`config.mk`:
```
export PLATFORM = sky130hd
export DESIGN_NAME = sorted_list_insert_delete
export DESIGN_NICKNAME = d
export VERILOG_FILES = /design/src/hw/rtl/slid_pkg.sv /design/src/hw/rtl/sorted_list_insert_delete.sv /design/src/hw/rtl/slid_ram.sv
export SDC_FILE = /design/constraint.sdc
export NUM_CORES = 2
export LEC_CHECK = 0
export BUFFER_PORTS_ARGS = -buffer_cell sky130_fd_sc_hd__buf_4
export CORE_MARGIN = 10
export CORE_UTILIZATION = 50
export CTS_CLUSTER_SIZE = 24
export DETAILED_ROUTE_END_ITERATION = 12
export PLACE_DENSITY_LB_ADDON = 0.3
export RECOVER_POWER = 50
export REMOVE_ABC_BUFFERS = 1
export SYNTH_ARGS = -nofsm -noshare
export SYNTH_HDL_FRONTEND = slang
export SYNTH_HIERARCHICAL = 1
export SYNTH_SLANG_ARGS = --single-unit
```
`constraint.sdc`:
```
create_clock -name i_clk -period 21.8 [get_ports i_clk]
set_clock_uncertainty 0.1 [all_clocks]
set_input_delay 2.18 -clock i_clk [delete_from_list [all_inputs] [get_ports i_clk]]
set_output_delay 2.18 -clock i_clk [all_outputs]
set_load 0.01 [all_outputs]
```
`src/hw/rtl/slid_pkg.sv`:
```
package slid_pkg;

    localparam int DEPTH     = 64;
    localparam int KEY_W     = 64;
    localparam int ADDR_W    = $clog2(DEPTH);
    localparam int CNT_W     = $clog2(DEPTH + 1);

    // fixed field widths on the stream ports
    localparam int MODE_W    = 2;
    localparam int IN_KEY_W  = 64;
    localparam int RANK_W    = 6;
    localparam int STATUS_W  = 2;
    localparam int OUT_KEY_W = 64;
    localparam int OUT_CNT_W = 7;
    localparam int S_DATA_W  = 72;
    localparam int M_DATA_W  = 80;

    typedef enum logic [MODE_W-1:0] {
        MODE_INSERT = 2'd0,
        MODE_DELETE = 2'd1,
        MODE_READ   = 2'd2,
        MODE_NONE   = 2'd3
    } t_mode;

    typedef enum logic [STATUS_W-1:0] {
        ST_DONE       = 2'd0,
        ST_FULL       = 2'd1,
        ST_RANK_RANGE = 2'd2,
        ST_UNUSED     = 2'd3
    } t_status;

    typedef enum logic [2:0] {
        S_IDLE,
        S_DISPATCH,
        S_INS_RD,
        S_INS_CMP,
        S_DEL_RD,
        S_DEL_CMP,
        S_RD_DATA,
        S_DONE
    } t_state;

endpackage

```
`src/hw/rtl/sorted_list_insert_delete.sv`:
```
// Sorted key store: one compare unit walks a single-port-read RAM under a small sequencer.
// An insert walks down from the top, shifting each larger entry up one slot, and writes the key
// where the walk stops; a delete scans every held entry; a read does one RAM read; a full store,
// a bad rank or the unused mode goes straight to the result; any item waits while the sink holds the output register.
// One item at a time; input is ready again the cycle after the result is registered.
// Reset (i_rst_n low, synchronous) empties the store; RAM contents are not cleared.
module sorted_list_insert_delete (
    input  logic                           i_clk,
    input  logic                           i_rst_n,
    input  logic                           i_s_tvalid,
    output logic                           o_s_tready,
    // key[63:0], rank[69:64], from_largest[70], zero pad[71]
    input  logic [slid_pkg::S_DATA_W-1:0]  i_s_tdata,
    // mode[1:0]
    input  logic [slid_pkg::MODE_W-1:0]    i_s_tuser,
    output logic                           o_m_tvalid,
    input  logic                           i_m_tready,
    // read_key[63:0], removed[70:64], held[77:71], zero pad[79:78]
    output logic [slid_pkg::M_DATA_W-1:0]  o_m_tdata,
    // status[1:0]
    output logic [slid_pkg::STATUS_W-1:0]  o_m_tuser
);

    localparam int ADDR_W = slid_pkg::ADDR_W;
    localparam int CNT_W  = slid_pkg::CNT_W;
    localparam int KEY_W  = slid_pkg::KEY_W;

    // control state
    slid_pkg::t_state  r_state, n_state;
    logic [CNT_W-1:0]  r_count, n_count;
    logic              r_out_valid, n_out_valid;

    // item and work registers
    slid_pkg::t_mode   r_mode, n_mode;
    logic [KEY_W-1:0]  r_key, n_key;
    logic [slid_pkg::RANK_W-1:0] r_rank, n_rank;
    logic              r_from_largest, n_from_largest;
    logic [CNT_W-1:0]  r_pos, n_pos;
    logic [CNT_W-1:0]  r_kept, n_kept;
    slid_pkg::t_status r_res_status, n_res_status;
    logic [KEY_W-1:0]  r_res_key, n_res_key;
    logic [CNT_W-1:0]  r_res_removed, n_res_removed;

    // output register
    slid_pkg::t_status r_out_status, n_out_status;
    logic [slid_pkg::OUT_KEY_W-1:0] r_out_key, n_out_key;
    logic [slid_pkg::OUT_CNT_W-1:0] r_out_removed, n_out_removed;
    logic [slid_pkg::OUT_CNT_W-1:0] r_out_held, n_out_held;

    // RAM port
    logic              ram_we;
    logic [ADDR_W-1:0] ram_waddr;
    logic [KEY_W-1:0]  ram_wdata;
    logic [ADDR_W-1:0] ram_raddr;
    logic [KEY_W-1:0]  ram_rdata;

    logic              in_fire;
    logic [CNT_W-1:0]  rank_ext;
    logic [CNT_W-1:0]  read_idx;
    logic [CNT_W-1:0]  pos_m1;

    slid_ram #(
        .WIDTH (KEY_W),
        .DEPTH (slid_pkg::DEPTH)
    ) u_ram (
        .i_clk   (i_clk),
        .i_we    (ram_we),
        .i_waddr (ram_waddr),
        .i_wdata (ram_wdata),
        .i_raddr (ram_raddr),
        .o_rdata (ram_rdata)
    );

    assign o_s_tready = (r_state == slid_pkg::S_IDLE);
    assign in_fire    = i_s_tvalid && o_s_tready;

    assign rank_ext = CNT_W'(r_rank);
    assign read_idx = r_from_largest ? (r_count - CNT_W'(1) - rank_ext) : rank_ext;
    assign pos_m1   = r_pos - CNT_W'(1);

    always_comb begin
        n_state        = r_state;
        n_count        = r_count;
        n_out_valid    = r_out_valid;
        n_mode         = r_mode;
        n_key          = r_key;
        n_rank         = r_rank;
        n_from_largest = r_from_largest;
        n_pos          = r_pos;
        n_kept         = r_kept;
        n_res_status   = r_res_status;
        n_res_key      = r_res_key;
        n_res_removed  = r_res_removed;
        n_out_status   = r_out_status;
        n_out_key      = r_out_key;
        n_out_removed  = r_out_removed;
        n_out_held     = r_out_held;
        ram_we         = 1'b0;
        ram_waddr      = '0;
        ram_wdata      = r_key;
        ram_raddr      = '0;

        if (r_out_valid && i_m_tready) begin
            n_out_valid = 1'b0;
        end

        unique case (r_state)
            slid_pkg::S_IDLE: begin
                if (in_fire) begin
                    n_mode         = slid_pkg::t_mode'(i_s_tuser);
                    n_key          = i_s_tdata[KEY_W-1:0];
                    n_rank         = i_s_tdata[69:64];
                    n_from_largest = i_s_tdata[70];
                    n_state        = slid_pkg::S_DISPATCH;
                end
            end
            slid_pkg::S_DISPATCH: begin
                n_res_status  = slid_pkg::ST_DONE;
                n_res_key     = '0;
                n_res_removed = '0;
                n_pos         = r_count;
                n_kept        = '0;
                unique case (r_mode)
                    slid_pkg::MODE_INSERT: begin
                        if (r_count >= CNT_W'(slid_pkg::DEPTH)) begin
                            n_res_status = slid_pkg::ST_FULL;
                            n_state      = slid_pkg::S_DONE;
                        end else begin
                            n_state = slid_pkg::S_INS_RD;
                        end
                    end
                    slid_pkg::MODE_DELETE: begin
                        n_pos   = '0;   // scan index
                        n_state = slid_pkg::S_DEL_RD;
                    end
                    slid_pkg::MODE_READ: begin
                        if (rank_ext >= r_count) begin
                            n_res_status = slid_pkg::ST_RANK_RANGE;
                            n_state      = slid_pkg::S_DONE;
                        end else begin
                            ram_raddr = read_idx[ADDR_W-1:0];
                            n_state   = slid_pkg::S_RD_DATA;
                        end
                    end
                    default: begin
                        n_state = slid_pkg::S_DONE;
                    end
                endcase
            end
            slid_pkg::S_INS_RD: begin
                if (r_pos == '0) begin
                    ram_we    = 1'b1;
                    ram_waddr = '0;
                    ram_wdata = r_key;
                    n_count   = r_count + CNT_W'(1);
                    n_state   = slid_pkg::S_DONE;
                end else begin
                    ram_raddr = pos_m1[ADDR_W-1:0];
                    n_state   = slid_pkg::S_INS_CMP;
                end
            end
            slid_pkg::S_INS_CMP: begin
                ram_we    = 1'b1;
                ram_waddr = r_pos[ADDR_W-1:0];
                if (ram_rdata > r_key) begin
                    // shift the larger entry up one slot and keep walking down
                    ram_wdata = ram_rdata;
                    n_pos     = pos_m1;
                    n_state   = slid_pkg::S_INS_RD;
                end else begin
                    ram_wdata = r_key;
                    n_count   = r_count + CNT_W'(1);
                    n_state   = slid_pkg::S_DONE;
                end
            end
            slid_pkg::S_DEL_RD: begin
                if (r_pos == r_count) begin
                    n_res_removed = r_count - r_kept;
                    n_count       = r_kept;
                    n_state       = slid_pkg::S_DONE;
                end else begin
                    ram_raddr = r_pos[ADDR_W-1:0];
                    n_state   = slid_pkg::S_DEL_CMP;
                end
            end
            slid_pkg::S_DEL_CMP: begin
                // compaction: kept never passes the scan index, so unread entries survive
                if (ram_rdata != r_key) begin
                    ram_we    = 1'b1;
                    ram_waddr = r_kept[ADDR_W-1:0];
                    ram_wdata = ram_rdata;
                    n_kept    = r_kept + CNT_W'(1);
                end
                n_pos   = r_pos + CNT_W'(1);
                n_state = slid_pkg::S_DEL_RD;
            end
            slid_pkg::S_RD_DATA: begin
                n_res_key = ram_rdata;
                n_state   = slid_pkg::S_DONE;
            end
            slid_pkg::S_DONE: begin
                if (!r_out_valid || i_m_tready) begin
                    n_out_valid   = 1'b1;
                    n_out_status  = r_res_status;
                    n_out_key     = slid_pkg::OUT_KEY_W'(r_res_key);
                    n_out_removed = slid_pkg::OUT_CNT_W'(r_res_removed);
                    n_out_held    = slid_pkg::OUT_CNT_W'(r_count);
                    n_state       = slid_pkg::S_IDLE;
                end
            end
            default: begin
                n_state = slid_pkg::S_IDLE;
            end
        endcase
    end

    always_ff @(posedge i_clk) begin
        if (!i_rst_n) begin
            r_state     <= slid_pkg::S_IDLE;
            r_count     <= '0;
            r_out_valid <= 1'b0;
        end else begin
            r_state     <= n_state;
            r_count     <= n_count;
            r_out_valid <= n_out_valid;
        end
    end

    always_ff @(posedge i_clk) begin
        r_mode         <= n_mode;
        r_key          <= n_key;
        r_rank         <= n_rank;
        r_from_largest <= n_from_largest;
        r_pos          <= n_pos;
        r_kept         <= n_kept;
        r_res_status   <= n_res_status;
        r_res_key      <= n_res_key;
        r_res_removed  <= n_res_removed;
        r_out_status   <= n_out_status;
        r_out_key      <= n_out_key;
        r_out_removed  <= n_out_removed;
        r_out_held     <= n_out_held;
    end

    assign o_m_tvalid = r_out_valid;
    assign o_m_tuser  = r_out_status;
    assign o_m_tdata  = {2'b00, r_out_held, r_out_removed, r_out_key};

endmodule

```
`src/hw/rtl/slid_ram.sv`:
```
module slid_ram #(
    parameter int WIDTH = 64,
    parameter int DEPTH = 64
) (
    input  logic                     i_clk,
    input  logic                     i_we,
    input  logic [$clog2(DEPTH)-1:0] i_waddr,
    input  logic [WIDTH-1:0]         i_wdata,
    input  logic [$clog2(DEPTH)-1:0] i_raddr,
    output logic [WIDTH-1:0]         o_rdata
);

    logic [WIDTH-1:0] r_mem [DEPTH];
    logic [WIDTH-1:0] r_rdata;

    always_ff @(posedge i_clk) begin
        if (i_we) begin
            r_mem[i_waddr] <= i_wdata;
        end
        r_rdata <= r_mem[i_raddr];
    end

    assign o_rdata = r_rdata;

endmodule

```
==> impl_summary.txt <==
----------------------------------------------------
[Run status]
  Status ... finished, violations left
  Violated checks ... capacitance limit, slew limit

[Place]
  Final GP Congestion ... 0.846
  Estimated wirelength of the detail-placed design ... 257 mm
  Buffers added on ports ... 158
  Pre-CTS setup slack ... 13.89 ns
  Cell total after placement ... 12200

[Yosys]
  Most repeated cell in the gate-level netlist after synthesis ... edfxtp_1
  Top flip-flop cell by instance count after synthesis ... edfxtp_1
  Gate count of the mapped netlist ... 7620
  Syn Area/Cell ... 22.2 sq um
  Syn. warnings ... 6
  Post-synth cell types ... 66
  Number of synthesized flops with an enable pin ... 4336
  Cell taking the most area after synthesis ... edfxtp_1
  Total of flip-flops plus latches after synthesis ... 4411
  Share of the yosys chip area belonging to registers ... 0.780
  Top cells by instance count after synthesis ... 4336 x edfxtp_1, 1024 x mux4_2, 204 x mux2i_1, 176 x nand2_1, 172 x a22oi_1
  Portion of synthesized cell area occupied by the leading cell type ... 0.771
  Summed instance area of the synthesized netlist ... 169000 sq um
  Top cells by area in the synthesized netlist ... edfxtp_1 77%, mux4_2 14%, mux2i_1 1.2%
  Post-synth ARST share ... 0

[Pwr]
  Flop pwr share ... 0.436
  LEAKAGE ... 58.0 nW
  Share of power burned in the clock network ... 0.290
  Combinational cell fraction of total power ... 0.275
  Pint ... 0.0174 W
  PD cells ... 132 nW/um^2
  Switching power of the nets ... 0.00767 W
  Net switching share of the total power ... 0.306
  Maximum resistive drop on vdd ... 0.0993 mV

[Cells and area]
  Area Growth Syn to Fin ... 12.7%
  Post-layout nets ... 8258
  Final cell count without fillers ... 13000
  Share of layout cells above drive strength 1 ... 0.244
  Util after Layout ... 0.566

[Worst setup path]
  Arrival time at the worst endpoint ... 14.90 ns
  Setup Crit Path Kind ... flop to flop
  Element type at the critical path end ... flop
  Kind of start point of the critical path ... flop
  Required time of the critical path ... 22.10 ns
  Highest net fanout along the worst path ... 48

[Global route]
  Antenna violations before repair ... 18
  Total congestion overflow after global routing ... 0
  Maximum number of pins on one net before global-route repair ... 117
  Wire length of the first global-routing pass ... 655 mm
  Total routing usage reported by global routing ... 0.254
  Number of global-route vias before repair ... 84200

[Drt]
  Avg WL per Cell ... 36.4 microns
  Routed vias ... 86100
  Number of nets with antenna violations after routing ... 0
  1st-pass router iterations ... 8
  Total DRC errors in the routed layout ... 0
  Detailed router's first-iteration violation count ... 13300
  Detailed-route wire length ... 472 mm
  Via density per instance ... 6.63

[Flow run]
  Number of max-cap violations ... 99

[Die]
  Die area ... 362000 sq um
  Floorplan die height ... 601 microns
  I/O Pins ... 162
  Initial Util ... 0.502
  Cell row count ... 213
  Die outline width ... 601 microns
  Core area ... 337000 sq um

[Clock network]
  Clock transition at the register clock pins on the worst setup and hold paths after CTS ... 0.06 ns
  Clock net sink count ... 4411
  CTS buffer count ... 434
  TritonCTS clock tree ... built
  Clk_lat worst skew ... 0.99 ns
  Post-CTS resize count ... 0
  Max Buffers Root-to-Sink ... 4
  Clk Tree Root Cell ... clkbuf_16
  Hold buffers post-CTS ... 0
  Postcts setup bufs ... 0
  Deepest level of the CTS H-tree ... 5

[Min path]
  Path type of the worst min-delay path ... flop to flop

[Timing]
  Min cycle time layout ... 14.60 ns
  Final-report setup violation count ... 0
  Hold violation count in the final report ... 0
  Final worst path period share ... 0.670
  Max Freq ... 68.5 MHz
  Headroom to the max-slew limit ... -5.27
  PnR worst setup slack ... 7.20 ns
  Worst slew pin tran ... 9.41 ns
  Unrepaired setup endpoints after global routing ... no
  Fin. max-slew vios ... 4192

----------------------------------------------------
-- per-stage QoR --
stage | power (W) | TNS [ns] | area (sq um) | hold WS (ns)
floorplan | 0.0226 | -5180.33 | 167000 | 0.300
global placement | 0.0177 | 0 | 177000 | 0.303
detailed placement | 0.0179 | 0 | 177000 | 0.305
CTS | 0.0251 | 0 | 191000 | 0.287
global route | 0.0259 | 0 | 190000 | 0.291
finish | 0.0251 | 0 | 190000 | 0.292
-- worst max-delay path, cell delays in order (launching register included) --
cell and delay, ns:
edfxtp_1 0.36, inv_1 0.42, ha_1 0.37, nand4_1 0.52, nor4_1 0.93, nand4_1 0.80
o211ai_4 0.29, clkbuf_1 6.53, mux2i_1 2.55, clkbuf_1 1.09
-- state kept, by name, indices dropped and copies added (netlist names), 6 cells and up --
signal and flops:
u_ram/r_mem 4096, r_key 64, r_out_key 64, r_res_key 64
u_ram/o_rdata 64, r_count 7, r_kept 7, r_out_held 7
r_out_removed 7, r_pos 7, r_res_removed 7, r_rank 6
-- layout make-up --
cell class,instances,area (sq um)
Clock inverter,212,1810
Timing Repair Buffer,447,2780
Antenna cell,6,15.0
Multi-Input combinational cell,2681,36000
Sequential cell,4411,132000
Clock buffer,595,12000
Inverter,114,428
Tap cell,4515,5650
Fill cell,24400,146000
-- power groups by stage --
stage          Clock, W  Combinational [W]  Sequential [W]
2_1_floorplan         0             0.0117          0.0110
3_3_place_gp          0            0.00675          0.0110
3_5_place_dp          0            0.00690          0.0110
4_1_cts         0.00735            0.00692          0.0108
5_1_grt         0.00768            0.00729          0.0109
6_report        0.00726            0.00689          0.0109
-- cell families (layout without fill, tap and decap cells) --
kind of cell / after synthesis / count (layout) / synth area share
mux: 1230 / 1230 / 0.149
xor+xnor: 24 / 24 / 0.00124
simple gates: 691 / 691 / 0.0204
fa+ha+maj: 91 / 91 / 0.00683
buf+inv: 529 / 1368 / 0.0148
other cells: 1 / 8 / 0.0000222
flops: 4411 / 4411 / 0.780
compound gates: 643 / 643 / 0.0284
-- final timing paths --
check / depth (start not counted) / startpoint / end / slack (ns)
max reg2reg: 9 / r_key[63]$_DFFE_PP_ / u_ram/r_mem[48][47]$_DFFE_PP_ / 7.20
min reg2reg: 0 / r_res_key[45]$_SDFFCE_PN0P_ / r_out_key[45]$_DFFE_PP_ / 0.29
min: 0 / r_res_key[45]$_SDFFCE_PN0P_ / r_out_key[45]$_DFFE_PP_ / 0.29
max: 9 / r_key[63]$_DFFE_PP_ / u_ram/r_mem[48][47]$_DFFE_PP_ / 7.20
-- cell usage in the layout (no fill, tap or decap), drive strengths merged, types with 25 or more instances in the layout --
| cell type | count |
|---|---|
| a211oi | 64 |
| inv | 122 |
| clkinv | 170 |
| or3 | 32 |
| edfxtp | 4336 |
| mux2i | 204 |
| or2 | 32 |
| a41oi | 26 |
| dfxtp | 75 |
| o221ai | 45 |
| a22oi | 172 |
| buf | 203 |
| mux4 | 1024 |
| o22ai | 88 |
| nand3 | 65 |
| and2 | 73 |
| nor2 | 148 |
| ha | 89 |
| nand2 | 176 |
| clkbuf | 839 |
| o21ai | 32 |
| nor2b | 31 |
| a22o | 94 |
| a21oi | 38 |
| bufinv | 25 |
| and3 | 69 |
-- layer usage --
layer	global-route usage	vias up	part of all wire
met3	0.0535	1014	0.12
met5	0	-	0.000030
met2	0.395	5693	0.47
li1	-	33200	-
met1	0.358	46200	0.37
met4	0.0945	2	0.045
No activity file was read; power rests on OpenSTA's default activity.
